**config.mk**
```make
export PLATFORM = sky130hd
export DESIGN_NAME = encoder_position_stop_controller_flat
export DESIGN_NICKNAME = d
export VERILOG_FILES = /design/src/epsc_pkg.sv /design/src/epsc_req_if.sv /design/src/epsc_rsp_if.sv /design/src/epsc_core.sv /design/src/encoder_position_stop_controller.sv /design/src/flat_wrapper.sv
export SDC_FILE = /design/constraint.sdc
export NUM_CORES = 1
export LEC_CHECK = 0
export ABC_AREA = 0
export ABC_CLOCK_PERIOD_IN_PS = 6000
export BUFFER_PORTS_ARGS = -buffer_cell sky130_fd_sc_hd__buf_2
export CORE_UTILIZATION = 55
export CTS_CLUSTER_DIAMETER = 120
export DETAILED_ROUTE_END_ITERATION = 7
export PLACE_DENSITY_LB_ADDON = 0.25
export SLEW_MARGIN = 10
export SYNTH_ARGS = -nofsm -noshare
export SYNTH_HDL_FRONTEND = slang
export SYNTH_SLANG_ARGS = --single-unit
```
**constraint.sdc**
```tcl
create_clock -name clock -period 6 [get_ports clock]
set_input_delay 0.3 -clock clock [delete_from_list [all_inputs] [get_ports clock]]
set_output_delay 0.3 -clock clock [all_outputs]
set_load 0.005 [all_outputs]
```
**src/epsc_pkg.sv**
```systemverilog
// Shared types and constants of the encoder position stop controller.
// No dependencies; used by the interfaces, the core and the top level.
`default_nettype none

package epsc_pkg;

   // fixed payload widths
   localparam int TARGET_BITS    = 16;
   localparam int POS_OUT_BITS   = 16;
   localparam int PCT_BITS       = 7;
   localparam int STALL_BITS     = 16;
   localparam int OPCODE_BITS    = 2;
   localparam int CSR_INDEX_BITS = 2;
   localparam int CSR_DATA_BITS  = 16;

   // reset values of the registers
   localparam logic [STALL_BITS-1:0] STALL_RESET = 16'd200;
   localparam logic [PCT_BITS-1:0]   FULL_RESET  = 7'd100;
   localparam logic [PCT_BITS-1:0]   CREEP_RESET = 7'd20;
   localparam logic [PCT_BITS-1:0]   PCT_MAX     = 7'd100;

   typedef enum logic [OPCODE_BITS-1:0] {
      OP_TICK  = 2'd0,
      OP_EDGE  = 2'd1,
      OP_START = 2'd2,
      OP_NONE  = 2'd3
   } opcode_type;

   typedef enum logic [CSR_INDEX_BITS-1:0] {
      CSR_STALL_TICKS = 2'd0,
      CSR_FULL_POWER  = 2'd1,
      CSR_CREEP_POWER = 2'd2
   } csr_index_type;

   // H-bridge codes: bit 1 drives input A, bit 0 drives input B
   typedef enum logic [1:0] {
      BR_BACK  = 2'b01,
      BR_FWD   = 2'b10,
      BR_BRAKE = 2'b11
   } bridge_type;

   typedef struct packed {
      logic [STALL_BITS-1:0] stall_ticks;
      logic [PCT_BITS-1:0]   full_power;
      logic [PCT_BITS-1:0]   creep_power;
   } cfg_type;

   typedef struct packed {
      logic                           bridge_a;
      logic                           bridge_b;
      logic [PCT_BITS-1:0]            drive_percent;
      logic signed [POS_OUT_BITS-1:0] position;
      logic                           busy_res;
      logic                           done_res;
   } result_type;

   // limit a percent register to 100
   function automatic logic [PCT_BITS-1:0] clamp_pct(input logic [PCT_BITS-1:0] p);
      clamp_pct = (p > PCT_MAX) ? PCT_MAX : p;
   endfunction

endpackage

`default_nettype wire

```
**src/epsc_req_if.sv**
```systemverilog
// Request channel of the stop controller: valid, ready and one input item.
// Depends on epsc_pkg for field widths.
`default_nettype none

interface epsc_req_if;
   logic                                    valid;
   logic                                    ready;
   logic [epsc_pkg::OPCODE_BITS-1:0]        opcode;
   logic signed [epsc_pkg::TARGET_BITS-1:0] target_position;

   modport source (output valid, output opcode, output target_position, input ready);
   modport sink   (input valid, input opcode, input target_position, output ready);
endinterface

`default_nettype wire

```
**src/epsc_rsp_if.sv**
```systemverilog
// Response channel of the stop controller: valid, ready and one result item.
// Depends on epsc_pkg for field widths.
`default_nettype none

interface epsc_rsp_if;
   logic                                     valid;
   logic                                     ready;
   logic                                     bridge_a;
   logic                                     bridge_b;
   logic [epsc_pkg::PCT_BITS-1:0]            drive_percent;
   logic signed [epsc_pkg::POS_OUT_BITS-1:0] position;
   logic                                     busy_res;
   logic                                     done_res;

   modport source (output valid, output bridge_a, output bridge_b, output drive_percent,
                   output position, output busy_res, output done_res, input ready);
   modport sink   (input valid, input bridge_a, input bridge_b, input drive_percent,
                   input position, input busy_res, input done_res, output ready);
endinterface

`default_nettype wire

```
**src/epsc_core.sv**
```systemverilog
// Motion state of the stop controller and its single-pass update per item.
// Depends on epsc_pkg; instantiated by encoder_position_stop_controller.
`default_nettype none

module epsc_core #(
   parameter int POSITION_BITS = 16,
   parameter int IDLE_BITS     = 16
) (
   input  logic                                    clock,
   input  logic                                    reset,
   input  logic                                    item_fire,
   input  epsc_pkg::opcode_type                    opcode,
   input  logic signed [epsc_pkg::TARGET_BITS-1:0] target_position,
   input  epsc_pkg::cfg_type                       cfg,
   output epsc_pkg::result_type                    result
);
   import epsc_pkg::*;

   localparam int CMP_BITS = (IDLE_BITS > STALL_BITS) ? IDLE_BITS : STALL_BITS;

   logic [POSITION_BITS-1:0] pos_ff, pos_in;
   logic [POSITION_BITS-1:0] goal_ff, goal_in;
   logic                     down_ff, down_in;
   logic [IDLE_BITS-1:0]     idle_ff, idle_in;
   logic                     moving_ff, moving_in;
   bridge_type               bridge_ff, bridge_in;
   logic [PCT_BITS-1:0]      power_ff, power_in;
   logic                     done;

   logic [POSITION_BITS-1:0] target_ext;
   logic [IDLE_BITS-1:0]     idle_inc;
   logic                     pos_above_goal;
   logic                     target_below_pos;
   logic                     stalled;

   // sign-extend or wrap the target to the position width
   assign target_ext       = POSITION_BITS'(target_position);
   assign pos_above_goal   = $signed(pos_ff) > $signed(goal_ff);
   assign target_below_pos = $signed(target_ext) < $signed(pos_ff);

   // saturating idle count after a tick, and the stall test on it
   assign idle_inc = (idle_ff != {IDLE_BITS{1'b1}}) ? (idle_ff + IDLE_BITS'(1)) : idle_ff;
   assign stalled  = moving_ff && (CMP_BITS'(idle_inc) > CMP_BITS'(cfg.stall_ticks));

   // next state for the current item
   always_comb begin
      pos_in    = pos_ff;
      goal_in   = goal_ff;
      down_in   = down_ff;
      idle_in   = idle_ff;
      moving_in = moving_ff;
      bridge_in = bridge_ff;
      power_in  = power_ff;
      done      = 1'b0;
      case (opcode)
         OP_TICK: begin
            idle_in = idle_inc;
            if (stalled) begin
               if (pos_ff == goal_ff) begin
                  moving_in = 1'b0;
                  done      = 1'b1;
               end else if (pos_above_goal != down_ff) begin
                  // overshoot: reverse and creep back
                  down_in   = pos_above_goal;
                  bridge_in = pos_above_goal ? BR_BACK : BR_FWD;
                  power_in  = clamp_pct(cfg.creep_power);
               end
            end
         end
         OP_EDGE: begin
            pos_in  = down_ff ? (pos_ff - POSITION_BITS'(1)) : (pos_ff + POSITION_BITS'(1));
            idle_in = '0;
            if (pos_in == goal_ff) begin
               bridge_in = BR_BRAKE;
               power_in  = PCT_MAX;
            end
         end
         OP_START: begin
            goal_in = target_ext;
            idle_in = '0;
            if (target_ext == pos_ff) begin
               bridge_in = BR_BRAKE;
               power_in  = PCT_MAX;
               moving_in = 1'b0;
               done      = 1'b1;
            end else begin
               down_in   = target_below_pos;
               bridge_in = target_below_pos ? BR_BACK : BR_FWD;
               power_in  = clamp_pct(cfg.full_power);
               moving_in = 1'b1;
            end
         end
         default: begin
            // no event: report status only
         end
      endcase
   end

   // hold state, advance on each accepted transaction
   always_ff @(posedge clock) begin
      if (reset) begin
         pos_ff    <= '0;
         goal_ff   <= '0;
         down_ff   <= 1'b0;
         idle_ff   <= '0;
         moving_ff <= 1'b0;
         bridge_ff <= BR_BRAKE;
         power_ff  <= PCT_MAX;
      end else if (item_fire) begin
         pos_ff    <= pos_in;
         goal_ff   <= goal_in;
         down_ff   <= down_in;
         idle_ff   <= idle_in;
         moving_ff <= moving_in;
         bridge_ff <= bridge_in;
         power_ff  <= power_in;
      end
   end

   // result fields from the updated state
   always_comb begin
      result.bridge_a      = bridge_in[1];
      result.bridge_b      = bridge_in[0];
      result.drive_percent = power_in;
      result.position      = POS_OUT_BITS'($signed(pos_in));
      result.busy_res      = moving_in;
      result.done_res      = done;
   end

endmodule

`default_nettype wire

```
**src/encoder_position_stop_controller.sv**
```systemverilog
// Top level of the encoder position stop controller: config registers and result register.
// Depends on epsc_pkg, epsc_req_if, epsc_rsp_if and epsc_core.
//
//   channel    dir   handshake        carries
//   req_chan   in    valid / ready    opcode, target_position
//   rsp_chan   out   valid / ready    bridge_a, bridge_b, drive_percent, position,
//                                     busy_res, done_res
//   csr_*      in    write enable     register index, write data
//
// One item per cycle while the result register is empty or draining: the state
// update is one pass of compare and add logic in epsc_core, and its result is
// registered in a single result register. Every accepted item gives exactly one result.
// Reset (synchronous, active high) brakes the motor, clears position, goal and idle
// count, and loads the register defaults 200, 100 and 20.
// A stalled result register still takes a new item in the cycle its result is taken.
`default_nettype none

module encoder_position_stop_controller #(
   parameter int POSITION_BITS = 16,
   parameter int IDLE_BITS     = 16
) (
   input  logic                                     clock,
   input  logic                                     reset,
   epsc_req_if.sink                                 req_chan,
   epsc_rsp_if.source                               rsp_chan,
   input  logic                                     csr_write_enable,
   input  logic [epsc_pkg::CSR_INDEX_BITS-1:0]      csr_index,
   input  logic [epsc_pkg::CSR_DATA_BITS-1:0]       csr_write_data
);
   import epsc_pkg::*;

   cfg_type    cfg_ff;
   result_type result;
   result_type rsp_data_ff;
   logic       rsp_valid_ff;
   logic       item_fire;

   // take a new transaction whenever the result register is empty or draining
   assign req_chan.ready = !rsp_valid_ff || rsp_chan.ready;
   assign item_fire      = req_chan.valid && req_chan.ready;

   // configuration writes
   always_ff @(posedge clock) begin
      if (reset) begin
         cfg_ff.stall_ticks <= STALL_RESET;
         cfg_ff.full_power  <= FULL_RESET;
         cfg_ff.creep_power <= CREEP_RESET;
      end else if (csr_write_enable) begin
         case (csr_index_type'(csr_index))
            CSR_STALL_TICKS: cfg_ff.stall_ticks <= STALL_BITS'(csr_write_data);
            CSR_FULL_POWER:  cfg_ff.full_power  <= PCT_BITS'(csr_write_data);
            CSR_CREEP_POWER: cfg_ff.creep_power <= PCT_BITS'(csr_write_data);
            default: begin
               // unused index: drop the write
            end
         endcase
      end
   end

   epsc_core #(
      .POSITION_BITS (POSITION_BITS),
      .IDLE_BITS     (IDLE_BITS)
   ) u_core (
      .clock           (clock),
      .reset           (reset),
      .item_fire       (item_fire),
      .opcode          (opcode_type'(req_chan.opcode)),
      .target_position (req_chan.target_position),
      .cfg             (cfg_ff),
      .result          (result)
   );

   // result register
   always_ff @(posedge clock) begin
      if (reset) begin
         rsp_valid_ff <= 1'b0;
      end else if (item_fire) begin
         rsp_valid_ff <= 1'b1;
      end else if (rsp_chan.ready) begin
         rsp_valid_ff <= 1'b0;
      end
   end

   always_ff @(posedge clock) begin
      if (item_fire) begin
         rsp_data_ff <= result;
      end
   end

   assign rsp_chan.valid         = rsp_valid_ff;
   assign rsp_chan.bridge_a      = rsp_data_ff.bridge_a;
   assign rsp_chan.bridge_b      = rsp_data_ff.bridge_b;
   assign rsp_chan.drive_percent = rsp_data_ff.drive_percent;
   assign rsp_chan.position      = rsp_data_ff.position;
   assign rsp_chan.busy_res      = rsp_data_ff.busy_res;
   assign rsp_chan.done_res      = rsp_data_ff.done_res;

endmodule

`default_nettype wire

```
**src/flat_wrapper.sv**
```systemverilog
// flat-port wrapper written by rule: the top's interface ports become plain ports
module encoder_position_stop_controller_flat import epsc_pkg::*;
#(
   parameter int POSITION_BITS = 16,
   parameter int IDLE_BITS     = 16
)
  (clock, reset, csr_write_enable, csr_index, csr_write_data, req_chan_valid, req_chan_opcode, req_chan_target_position, req_chan_ready, rsp_chan_valid, rsp_chan_bridge_a, rsp_chan_bridge_b, rsp_chan_drive_percent, rsp_chan_position, rsp_chan_busy_res, rsp_chan_done_res, rsp_chan_ready);
  epsc_req_if req_chan_i ();
  epsc_rsp_if rsp_chan_i ();
  input  logic clock;
  input  logic reset;
  input  logic csr_write_enable;
  input  logic [epsc_pkg::CSR_INDEX_BITS-1:0] csr_index;
  input  logic [epsc_pkg::CSR_DATA_BITS-1:0] csr_write_data;
  input wire logic [$bits(req_chan_i.valid)-1:0] req_chan_valid;
  input wire logic [$bits(req_chan_i.opcode)-1:0] req_chan_opcode;
  input wire logic [$bits(req_chan_i.target_position)-1:0] req_chan_target_position;
  output wire logic [$bits(req_chan_i.ready)-1:0] req_chan_ready;
  output wire logic [$bits(rsp_chan_i.valid)-1:0] rsp_chan_valid;
  output wire logic [$bits(rsp_chan_i.bridge_a)-1:0] rsp_chan_bridge_a;
  output wire logic [$bits(rsp_chan_i.bridge_b)-1:0] rsp_chan_bridge_b;
  output wire logic [$bits(rsp_chan_i.drive_percent)-1:0] rsp_chan_drive_percent;
  output wire logic [$bits(rsp_chan_i.position)-1:0] rsp_chan_position;
  output wire logic [$bits(rsp_chan_i.busy_res)-1:0] rsp_chan_busy_res;
  output wire logic [$bits(rsp_chan_i.done_res)-1:0] rsp_chan_done_res;
  input wire logic [$bits(rsp_chan_i.ready)-1:0] rsp_chan_ready;
  assign req_chan_i.valid = req_chan_valid;
  assign req_chan_i.opcode = req_chan_opcode;
  assign req_chan_i.target_position = req_chan_target_position;
  assign req_chan_ready = req_chan_i.ready;
  assign rsp_chan_valid = rsp_chan_i.valid;
  assign rsp_chan_bridge_a = rsp_chan_i.bridge_a;
  assign rsp_chan_bridge_b = rsp_chan_i.bridge_b;
  assign rsp_chan_drive_percent = rsp_chan_i.drive_percent;
  assign rsp_chan_position = rsp_chan_i.position;
  assign rsp_chan_busy_res = rsp_chan_i.busy_res;
  assign rsp_chan_done_res = rsp_chan_i.done_res;
  assign rsp_chan_i.ready = rsp_chan_ready;
  encoder_position_stop_controller #(.POSITION_BITS(POSITION_BITS), .IDLE_BITS(IDLE_BITS)) u_core (.clock(clock), .reset(reset), .req_chan(req_chan_i), .rsp_chan(rsp_chan_i), .csr_write_enable(csr_write_enable), .csr_index(csr_index), .csr_write_data(csr_write_data));
endmodule
```
# Word level (Yosys, flattened, before mapping)
# Index checks and enable logic that the tools add are counted.
totals:
  ff_bits: 117
  elab_cells: 89
  input_bits: 41
  out_inout_bits: 29
op_classes:
  n_eq_ne: 13
  n_reduce_logical: 16
  n_mux: 35
  add_sub_neg: 3
  order_cmp: 5
ops:
  columns: ["operator", "n"]
  rows:
  - ["7-bit two-way mux", 7]
  - ["16-bit equality test", 3]
  - ["16-bit two-way mux", 3]
  - ["16-bit by 1-bit adder with 16-bit output, second input constant", 2]
  - ["16-bit greater-than comparator", 2]
  - ["16-bit one-hot mux with 2 select lines", 1]
  - ["7-bit one-hot mux with 3 select lines", 1]
  - ["16-bit less-than comparator", 1]
  - ["16-bit inequality test, second input constant", 1]
  - ["16-bit by 1-bit subtractor with 16-bit output, second input constant", 1]
  - ["7-bit greater-than comparator, second input constant", 2]
  - ["2-bit two-way mux", 7]
  - ["1-bit two-way mux", 12]
  - ["2-bit AND reduction", 5]
  - ["2-bit inequality test, second input constant", 4]
  - ["1-bit one-hot mux with 2 select lines", 3]
  - ["2-bit one-hot mux with 3 select lines", 1]
  - ["6-bit AND reduction", 1]
  - ["2-bit nonzero test", 3]
  - ["2-bit by 1-bit equality test with 1-bit output, second input constant", 2]
  - ["2-bit equality test, second input constant", 2]
  - ["2-bit zero test", 2]
  - ["1-bit logical AND", 2]
  - ["2-bit OR reduction", 1]
  - ["3 further kinds", 3]

# Longest topological paths before layout
# Gate-level depths: netlist of the first run.
depth:
  word_depth: 6
  depth_mapped: 20
  ltp_nobuf: 18

# Hierarchy
# From an unflattened synthesis of the first run, not the netlist that was laid out.
unflattened:
  hier_cells: 979
  hier_area_um2: 8132.8
modules_own_cells:
  columns: ["mod", "area_per_inst_um2", "seq_area_each_um2", "instances", "cells_per_inst"]
  rows:
  - ["epsc_core", 5992.0, 1181.1, 1, 822]
  - ["encoder_position_stop_controller", 2140.8, 1431.4, 1, 157]

# Worst setup path after synthesis of the first run
# No wires, ideal clock.
synth_timing:
  path_type: "flip-flop to flip-flop"
  from: "reg u_core.u_core.idle_ff[0]"
  to: "reg u_core.rsp_data_ff, in the netlist u_core.rsp_chan.drive_percent[5] (data pin)"
  n_path_buf: 2
  path_stages_with_launch: 21
  slack_ns: 1.392
  period_less_slack_ns: 4.608
  setup_time_ns: 0.129
  required_time_ns: 5.871
  t_arrival_ns: 4.479
  cell_sequence: "dfxtp_1 -> ha_1 -> nand4_1 -> nor4_4 -> nand3_2 -> and2_1 -> clkbuf_1 -> and3_1 -> and3_1 -> xor2_1 -> ha_1 -> nand4_1 -> nor4_1 -> a21boi_2 -> nor3_1 -> nor4_2 -> or2_1 -> buf_4 -> mux2_1 -> a31oi_1 -> o21a_1"
synth_rtl:
  columns: ["element", "line_no", "text"]
  rows:
  - ["from (decl)", "epsc_core.sv:24", "logic [IDLE_BITS-1:0] idle_ff, idle_in;"]
  - ["from (signal assigned)", "epsc_core.sv:113", "idle_ff <= idle_in;"]
  - ["to (signal assigned)", "encoder_position_stop_controller.sv:86", "rsp_data_ff <= result;"]
  - ["to (decl)", "encoder_position_stop_controller.sv:34", "result_type rsp_data_ff;"]

==> out/qor.yml, run 1 <==
die:
  start_util: 0.5666
  dieArea_um2: 14230
  die_h_um: 119.3
  row_count: 42
  die_w_um: 119.3
  io_pins: 70
  core_um2: 13350
yosys:
  synth_top_family_by_area: "compound AO/OA/AOI/OAI gates"
  ys_seq_area_frac: 0.3454
  yosys-top-cells-count: "nand2_1 (125), a21oi_1 (97), dfxtp_1 (90), nor2_1 (81), inv_1 (71)"
  muxShareOfSynthArea: 0.02564
  synth_area_leaders: "dfxtp_1 (24%), ha_1 (11%), edfxtp_1 (11%)"
  netlist_area_um2: 7564
  syn_inst: 900
  synth_cell_types: 72
  yosysTopAreaCellShare: 0.2382
  synth_flop_cell: "dfxtp_1"
  synth_edf_count: 27
  synth_xor_area_frac: 0.06319
  async_reset_ff_frac: 0
  synth.most_common_cell: "nand2_1"
  yosysWarnings: 0
  ys_ff_latch: 117
  synth-compound-area-share: 0.2111
  synthesis.nets: 1009
  synth_simple_gate_area_frac: 0.1848
  synthAdderAreaFrac: 0.1135
  syn_avg_cell_area_um2: 8.404
  synth_area_leader_cell: "dfxtp_1"
timing:
  worstMarginPinSlew_ns: 1.210
  holdWs_ns: 0.1102
  setup_slack_ns: 0.7209
  rsz0062_at_grt: "no"
  maxSlewHeadroom: 0.1897
  fmax_ghz: 0.1894
  setup_tns_ns: 0
  drv_slew: 0
  fin_crit_ns: 5.279
  clock_skew_ns: 0.008987
  fin_crit_sh: 0.8799
  hold_violations: 0
  final-setup-viol-count: 0
worst_setup_path:
  critPathLaunchType: "flip-flop"
  path_class: "reg -> reg"
  worstPathArrival_ns: 5.58
  worst_setup_path_end_kind: "flip-flop"
  path_max_fanout: 11
  r2r_cells: 18
  required_ns: 6.30
place:
  numPortBuffers: 69
  place_hpwl_mm: 12.77
  post-place-ws_ns: 0.8334
  gp_congestion: 0.9006
grt:
  grt_max_degree: 78
  grt_pass1_vias: 6182
  grt_pass1_wl_mm: 30.50
  grt_overflow: 0
  grt_util_all_layers: 0.2724
  antenna_found_initial: 0
clocking:
  cts_setup_buffers: 0
  cts_resized: 0
  clockBufferDepth: 2
  cts-root-buf: "clkbuf_16"
  numCtsBuffers: 17
  cts_max_level: 4
  clkSinkCount: 117
  clk_latency_ns: 0.43
  path_clk_slew_ns: 0.05
  cts_hold_buf: 0
  cts_tree: "yes"
power_and_ir_drop:
  power_density_nw_per_um2: 250.8
  total_leakage_power_nw: 3.659
  ir_drop_v: 0.0001876
route:
  vias: 6604
  drc_errors: 0
  via_per_inst: 5.788
  first_pass_iters: 5
  first_iter_violations: 511
  drt_wl_total_mm: 18.33
  wl_per_cell_um: 16.06
  drtAntennaViolNets: 0
status:
  status: "complete, no violations"
run:
  drv_cap: 0
finish:
  syn2layout_area_growth_pct: 13.88
  nets: 1061
  drive_above_1_share: 0.1337
  diodes: 0
  nFillCells: 1175
min_path:
  holdCritPathClass: "in -> reg"
  worstHoldPathCells: 3
-- cells in the final DEF, fill, tap and decap left out, types with 4 or more instances in the layout --
cell type,count
nand2_1,125
a21oi_1,97
dfxtp_1,90
nor2_1,81
inv_1,70
buf_2,69
ha_1,67
o21ai_0,38
xnor2_1,28
edfxtp_1,27
clkbuf_16,20
mux2i_1,16
nand3_1,14
nand4_1,13
o211ai_1,13
a22oi_1,13
a21o_1,11
and3_1,10
o21a_1,10
nor3_1,9
xnor3_1,8
and2_1,7
a31oi_1,7
xor2_1,6
nor2b_1,5
nor3b_1,5
nor4_1,5
clkinv_2,5
clkbuf_8,5
o211a_1,4
a211o_1,4
a211oi_1,4
or2_2,4
o31ai_1,4
and4_1,4
a311oi_1,4
buf_4,4
-- cells by family (layout without fill, tap and decap cells) --
logic type	after synthesis	in the layout
xor+xnor	42	42
simple gates	299	299
compound gates	243	243
buf+inv	112	177
flops	117	117
fa+ha+maj	68	68
mux	19	19
-- worst max-delay path: stages (launching register included) --
cell and delay (ns):
dfxtp_1 0.43, ha_1 0.21, nand4_1 0.15, nor4_4 0.36, nand3_2 0.27, and2_1 0.30, and3_1 0.25, and3_1 0.23
xor2_1 0.15, ha_1 0.27, nand4_1 0.11, nor4_1 0.38, a21boi_2 0.28, nor3_1 0.09, nor4_2 0.49, or2_1 0.44
mux2_1 0.41, a31oi_1 0.19, o21a_1 0.12
-- per-stage QoR --
stage	total power (W)	instances	cell area, um2	util
5_1_grt	0.002245	1141	8613	0.6453
2_1_floorplan	0.001070	900	7564	-
6_report	0.002160	1141	8613	0.6453
3_3_place_gp	0.001152	1109	8008	0.5999
3_5_place_dp	0.001156	1109	8008	0.5999
4_1_cts	0.002166	1141	8613	0.6453
-- final cells by class --
cell class              instances  area (um2)  share of cell area
flip-flops and latches        117        2613              0.3033
well taps                     176       220.2             0.02557
repair buffers                 73       375.4             0.04358
clock inverters                 6       32.53            0.003777
multi-input cells             671        4529              0.5259
inverters                      72       270.3             0.03138
clock buffers                  26       573.1             0.06653
-- report_power, final --
| group | internal [W] | switching [W] |
|---|---|---|
| logic | 0.000113 | 0.000172 |
| clock network | 0.000653 | 0.000362 |
| registers | 0.000840 | 0.0000208 |
| total | 0.00161 | 0.000554 |
-- layer usage --
layer	routed length [um]	part of all wire	vias up	track usage
li1	-	-	3300	-
met1	9068	0.49	3076	0.3734
met2	7953	0.43	195	0.4150
met3	943	0.051	33	0.07040
met4	365	0.020	0	0.09098
met5	0	0	-	0
-- flip-flops by register name, summed over array words and instances, names as in the netlist --
register	count
u_core.rsp_chan.busy_res	1
u_core.u_core.idle_ff	16
u_core.rsp_chan.drive_percent	7
u_core.u_core.bridge_ff	2
u_core.u_core.moving_ff	1
u_core.rsp_chan.valid	1
u_core.u_core.goal_ff	16
u_core.rsp_chan.position	16
u_core.u_core.down_ff	1
u_core.rsp_chan.bridge_b	1
u_core.rsp_chan.done_res	1
u_core.cfg_ff	30
u_core.u_core.power_ff	7
u_core.rsp_chan.bridge_a	1
u_core.u_core.pos_ff	16
-- path summary, 6_finish.rpt --
check	from	endpoint	slack [ns]
setup / recovery	u_core.u_core.idle_ff[0]	u_core.rsp_chan.drive_percent[5]	0.72
hold / removal	csr_write_data[11]	u_core.cfg_ff[25]	0.11
setup reg to reg	u_core.u_core.idle_ff[0]	u_core.rsp_chan.drive_percent[5]	0.72
hold reg to reg	u_core.cfg_ff[22]	u_core.cfg_ff[22]	0.45
(Power assumes the default switching activity.)
==> run 2, diff against run 1 <==
- MAX_ROUTING_LAYER: default -> met4
- RECOVER_POWER: default -> 100
==> run 2 against run 1 <==
Effect of this change:
- the flow now finishes with violations (capacitance limit, slew limit)
- combinational power is essentially flat
- fmax down 2.9%
- non-clock buffer count unchanged
- register-to-register slack got worse by 0.16 ns
- clock skew about the same
- highest routed layer unchanged
==> out/qor.yml, run 2 (synthesis results as in run 1) <==
status:
  status: "complete, but fails checks"
  violations: "capacitance limit, slew limit"
die:
  die_w_um: 119.3  # unchanged
  die_h_um: 119.3  # unchanged
  core_um2: 13350  # unchanged
  start_util: 0.5666  # unchanged
  dieArea_um2: 14230  # unchanged
  row_count: 42  # unchanged
  io_pins: 70  # unchanged
clocking:
  cts-root-buf: "clkbuf_16"
  cts_hold_buf: 0  # unchanged
  cts_max_level: 4  # unchanged
  clk_latency_ns: 0.43  # about the same
  cts_resized: 0  # unchanged
  cts_setup_buffers: 0  # unchanged
  clkSinkCount: 117  # unchanged
  path_clk_slew_ns: 0.05  # about the same
  clockBufferDepth: 2  # unchanged
  numCtsBuffers: 17  # unchanged
  cts_tree: "yes"
grt:
  grt_pass1_vias: 6304  # +2.0%
  grt_overflow: 0  # unchanged
  grt_max_degree: 78  # unchanged
  grt_util_all_layers: 0.2834  # +0.01100
  antenna_found_initial: 0  # unchanged
  grt_pass1_wl_mm: 30.85  # +1.2%
route:
  drt_wl_total_mm: 18.58  # +1.4%
  via_per_inst: 5.831  # +0.74%
  first_iter_violations: 474  # -7.2%
  drtAntennaViolNets: 0  # unchanged
  wl_per_cell_um: 16.28  # +1.4%
  first_pass_iters: 5  # unchanged
  drc_errors: 0  # unchanged
  vias: 6653  # +0.74%
timing:
  setup_tns_ns: 0  # unchanged
  holdWs_ns: 0.1073  # -0.002939 ns
  clock_skew_ns: 0.009298  # +0.0003116 ns
  rsz0062_at_grt: "no"
  worstMarginPinSlew_ns: 3.631  # +2.420 ns
  final-setup-viol-count: 0  # unchanged
  fin_crit_sh: 0.9063  # +0.02647
  hold_violations: 0  # unchanged
  drv_slew: 174  # +174
  fmax_ghz: 0.1839  # -2.9%
  fin_crit_ns: 5.438  # +0.1588 ns
  maxSlewHeadroom: -1.420  # -1.610
run:
  drv_cap: 3  # +3
power_and_ir_drop:
  total_leakage_power_nw: 3.589  # -1.9%
  ir_drop_v: 0.0001959  # +4.4%
  power_density_nw_per_um2: 251.9  # +0.46%
finish:
  diodes: 0  # unchanged
  largest_register: "u_core.cfg_ff"
  final_cell_mix: "nand2_1 (125), a21oi_1 (97), dfxtp_1 (90)"
  final_common_cell: "nand2_1"
  nets: 1061  # unchanged
  largest_register_ffs: 30  # unchanged
  syn2layout_area_growth_pct: 12.77
  drive_above_1_share: 0.1119  # -0.02176
worst_setup_path:
  path_class: "reg -> reg"
  critPathLaunchType: "flip-flop"
  worst_setup_path_end_kind: "flip-flop"
  worstPathArrival_ns: 5.73  # +0.15 ns
  path_max_fanout: 11  # unchanged
  required_ns: 6.29  # about the same
min_path:
  holdCritPathClass: "in -> reg"
place:
  gp_congestion: 0.9084  # +0.87%
  place_hpwl_mm: 12.93  # +1.3%
  numPortBuffers: 69  # unchanged
==> run 2: cell count changes in the layout (fill, tap and decap cells not counted), moves of 2 or more <==
cell	delta
clkinv_2	-2
o21ai_0	+2
buf_2	-9
clkbuf_1	+14
buf_4	-3
==> run 2: worst max-delay path, stage by stage (launching register included) <==
cell	delay [ns]
dfxtp_1	0.45
ha_1	0.25
nand4_1	0.17
nor4_4	0.37
nand3_2	0.27
and2_0	0.33
and3_1	0.27
and3_1	0.22
xor2_1	0.15
ha_1	0.27
nand4_1	0.10
nor4_1	0.39
a21boi_2	0.28
nor3_1	0.09
nor4_2	0.50
or2_1	0.46
mux2_1	0.41
a31oi_1	0.19
o21a_1	0.13
==> run 2: power by group <==
part / total, W / internal, W / switching [W]
Sequential: 0.000862 / 0.000841 / 0.0000206
Combinational: 0.000282 / 0.000111 / 0.000172
Clock: 0.00100 / 0.000644 / 0.000360
Total: 0.00215 / 0.00160 / 0.000553
==> run 2: cell type report <==
cell class,count,area (um2)
Multi-Input combinational cell,671,4476
Tap cell,176,220.2
Clock buffer,27,566.8
Timing Repair Buffer,73,352.8
Sequential cell,117,2613
Inverter,72,270.3
Clock inverter,5,31.28
Fill cell,1187,4818
==> run 2: worst paths after layout <==
path	start	to	slack [ns]	cells past startpoint
worst max-delay path	u_core.u_core.idle_ff[0]	u_core.rsp_chan.drive_percent[6]	0.56	18
worst min-delay path	csr_write_data[9]	u_core.cfg_ff[23]	0.11	3
worst max register to register	u_core.u_core.idle_ff[0]	u_core.rsp_chan.drive_percent[6]	0.56	18
worst min register to register	u_core.cfg_ff[24]	u_core.cfg_ff[24]	0.45	2
==> run 2: routing by layer <==
layer | wire length [um] | GRT usage
met1 | 8962 | 0.3751
met2 | 8332 | 0.4400
met3 | 979 | 0.05029
met4 | 304 | 0.08861
met5 | 0 | -
==> run 2: stage by stage <==
| step | total power [W] | worst slack, ns | instances | util | instance area, um2 |
|---|---|---|---|---|---|
| 2_1_floorplan | 0.001070 | 1.392 | 900 | - | 7564 |
| 3_3_place_gp | 0.001153 | 0.9748 | 1109 | 0.5999 | 8008 |
| 3_5_place_dp | 0.001156 | 0.7758 | 1109 | 0.5999 | 8008 |
| 4_1_cts | 0.002159 | 0.6622 | 1141 | 0.6447 | 8606 |
| 5_1_grt | 0.002226 | 0.2304 | 1141 | 0.6390 | 8529 |
| 6_report | 0.002149 | 0.5620 | 1141 | 0.6390 | 8529 |
==> run 3, diff against run 2 <==
- CAP_MARGIN: default -> 30
- CORE_MARGIN: default -> 5
==> run 3 against run 2 <==
Effect of this change:
- the flow still finishes with violations (capacitance limit, slew limit)
- largest cell class unchanged
- via count down 0.42%
- critical path depth stayed put
- register-to-register slack gained 0.13 ns
==> out/qor.yml, run 3 (synthesis results as in run 1) <==
place:
  post-place-ws_ns: 0.8076  # +0.03182 ns
  numPortBuffers: 69  # unchanged
  place_hpwl_mm: 13.55  # +4.8%
  gp_congestion: 0.9324  # +2.6%
worst_setup_path:
  rr_startpoint: "u_core.u_core.idle_ff[0]"
  worstSetupEndpoint: "u_core.rsp_chan.drive_percent[6]"
  setup.worst_path.start: "u_core.u_core.idle_ff[0]"
  reg2reg_slack_ns: 0.69  # +0.13 ns
  required_ns: 6.30  # about the same
  reg2reg_to: "u_core.rsp_chan.drive_percent[6]"
  path_class: "reg -> reg"
  worst_setup_path_end_kind: "flip-flop"
  path_max_fanout: 11  # unchanged
  r2r_cells: 18  # unchanged
  worstPathArrival_ns: 5.60  # -0.13 ns
  cp_cell_sequence: "ha_1 -> nand4_1 -> nor4_4 -> nand3_2 -> and2_0 -> and3_1 -> and3_1 -> xor2_1 -> ha_1 -> nand4_1 -> nor4_1 -> a21boi_2 -> nor3_1 -> nor4_2 -> or2_1 -> mux2_1 -> a31oi_1 -> o21a_1"
  cp_slowest_cell: "nor4_2"
  critPathLaunchType: "flip-flop"
  critical_path.max_stage_delay_ns: 0.47  # -0.03 ns
grt:
  antenna_found_initial: 0  # unchanged
  grt_pass1_vias: 6248  # -0.89%
  grt_pass1_wl_mm: 30.82  # -0.11%
  grt_overflow: 0  # unchanged
  grt_max_degree: 77  # -1.3%
  grt_util_all_layers: 0.2424  # -0.04094
die:
  die_w_um: 127.3  # +6.7%
  core_um2: 13350  # unchanged
  start_util: 0.5666  # unchanged
  io_pins: 70  # unchanged
  row_count: 42  # unchanged
  die_h_um: 127.3  # +6.7%
  dieArea_um2: 16200  # +14%
route:
  first_iter_violations: 475  # +0.21%
  vias: 6625  # -0.42%
  drtAntennaViolNets: 0  # unchanged
  drc_errors: 0  # unchanged
  first_pass_iters: 6  # +1
  via_per_inst: 5.801  # -0.51%
  drt_wl_total_mm: 18.90  # +1.7%
  wl_per_cell_um: 16.55  # +1.6%
min_path:
  holdCritPathClass: "in -> reg"
timing:
  drv_slew: 173  # -0.57%
  fin_crit_ns: 5.307  # -0.1313 ns
  final-setup-viol-count: 0  # unchanged
  rsz0062_at_grt: "no"
  setup_tns_ns: 0  # unchanged
  hold_violations: 0  # unchanged
  fin_crit_sh: 0.8844  # -0.02189
  clock_skew_ns: 0.007641  # -0.001658 ns
  worstMarginPinSlew_ns: 3.575  # -0.05532 ns
  maxSlewHeadroom: -1.383  # +0.03688
  fmax_ghz: 0.1884  # +2.5%
  setup_slack_ns: 0.6934  # +0.1313 ns
power_and_ir_drop:
  total_leakage_power_nw: 3.599  # +0.27%
  ir_drop_v: 0.0002039  # +4.0%
  power_density_nw_per_um2: 261.6  # +3.8%
  power.total_w: 0.002243  # +4.4%
finish:
  syn2layout_area_growth_pct: 13.35
  drive_above_1_share: 0.1066  # -0.005292
  largest_register: "u_core.cfg_ff"
  diodes: 0  # unchanged
  nFillCells: 1150  # -3.1%
  largest_register_ffs: 30  # unchanged
  nets: 1063  # +0.19%
  final_common_cell: "nand2_1"
  final_cell_mix: "nand2_1 (125), a21oi_1 (97), dfxtp_1 (90)"
run:
  drv_cap: 3  # unchanged
status:
  violations: "capacitance limit, slew limit"
  status: "complete, but fails checks"
clocking:
  cts-root-buf: "clkbuf_16"
  clkSinkCount: 117  # unchanged
  cts_max_level: 4  # unchanged
  cts_hold_buf: 0  # unchanged
  numCtsBuffers: 17  # unchanged
  clockBufferDepth: 2  # unchanged
  clk_latency_ns: 0.42  # about the same
  cts_tree: "yes"
  cts_setup_buffers: 0  # unchanged
  path_clk_slew_ns: 0.06  # about the same
  cts_resized: 0  # unchanged
[run 3: cell count changes in the layout (fill, tap and decap cells not counted), sizes merged]
cell      previous run  this run
buf                 61        58
bufinv               0         3
clkbuf              39        41
clkinvlp             1         0
[run 3: cell type report]
type | count | area [um2] | area share
inverter | 72 | 270.3 | 0.03152
tap | 176 | 220.2 | 0.02569
sequential | 117 | 2613 | 0.3047
clock inverter | 7 | 111.4 | 0.01299
clock buffer | 24 | 525.5 | 0.06130
timing repair buffer | 75 | 362.8 | 0.04232
multi-input combinational | 671 | 4471 | 0.5215
[run 3: per-stage QoR]
| stage | area (um2) | cells | hold slack, ns | utilization |
|---|---|---|---|---|
| 2_1_floorplan | 7564 | 900 | 0.4251 | - |
| 4_1_cts | 8667 | 1142 | 0.09591 | 0.6493 |
| 5_1_grt | 8573 | 1142 | 0.1140 | 0.6423 |
| 3_5_place_dp | 8030 | 1111 | 0.4477 | 0.6016 |
| 6_report | 8573 | 1142 | 0.1062 | 0.6423 |
| 3_3_place_gp | 8008 | 1109 | 0.4429 | 0.5999 |
[run 3: worst min-delay path by stage]
stage / cells after the start / end / slack, ns / from
final: 3 / u_core.cfg_ff[21] / 0.11 / csr_write_data[7]
after global routing: 3 / u_core.cfg_ff[23] / 0.11 / csr_write_data[9]
after detailed placement: 2 / u_core.cfg_ff[26] / 0.45 / u_core.cfg_ff[26]
after CTS: 3 / u_core.cfg_ff[21] / 0.1 / csr_write_data[7]
after global placement: 2 / u_core.u_core.goal_ff[10] / 0.44 / u_core.u_core.goal_ff[10]
after floorplan: 2 / u_core.cfg_ff[12] / 0.43 / csr_write_data[5]
[run 3: where the power goes]
part | switching (W) | internal, W
combinational | 0.000172 | 0.000111
clock | 0.000363 | 0.000734
sequential | 0.0000209 | 0.000841
total | 0.000556 | 0.00169
[run 3: layer usage]
metal / GRT usage / share of wire / vias up
li1: - / - / 3317
met5: - / 0 / -
met2: 0.3735 / 0.45 / 192
met3: 0.04508 / 0.056 / 37
met1: 0.3215 / 0.48 / 3079
met4: 0.08454 / 0.020 / 0
[run 3: critical path, delay by kind of cell (launching register included)]
family	cells	cell delay (ns)
muxes	1	0.41
and+or+nand+nor	11	3.11
adders and majority gates	2	0.49
AOI/OAI and AO/OA	3	0.57
DFF	1	0.44
xor gates and xnor gates	1	0.15
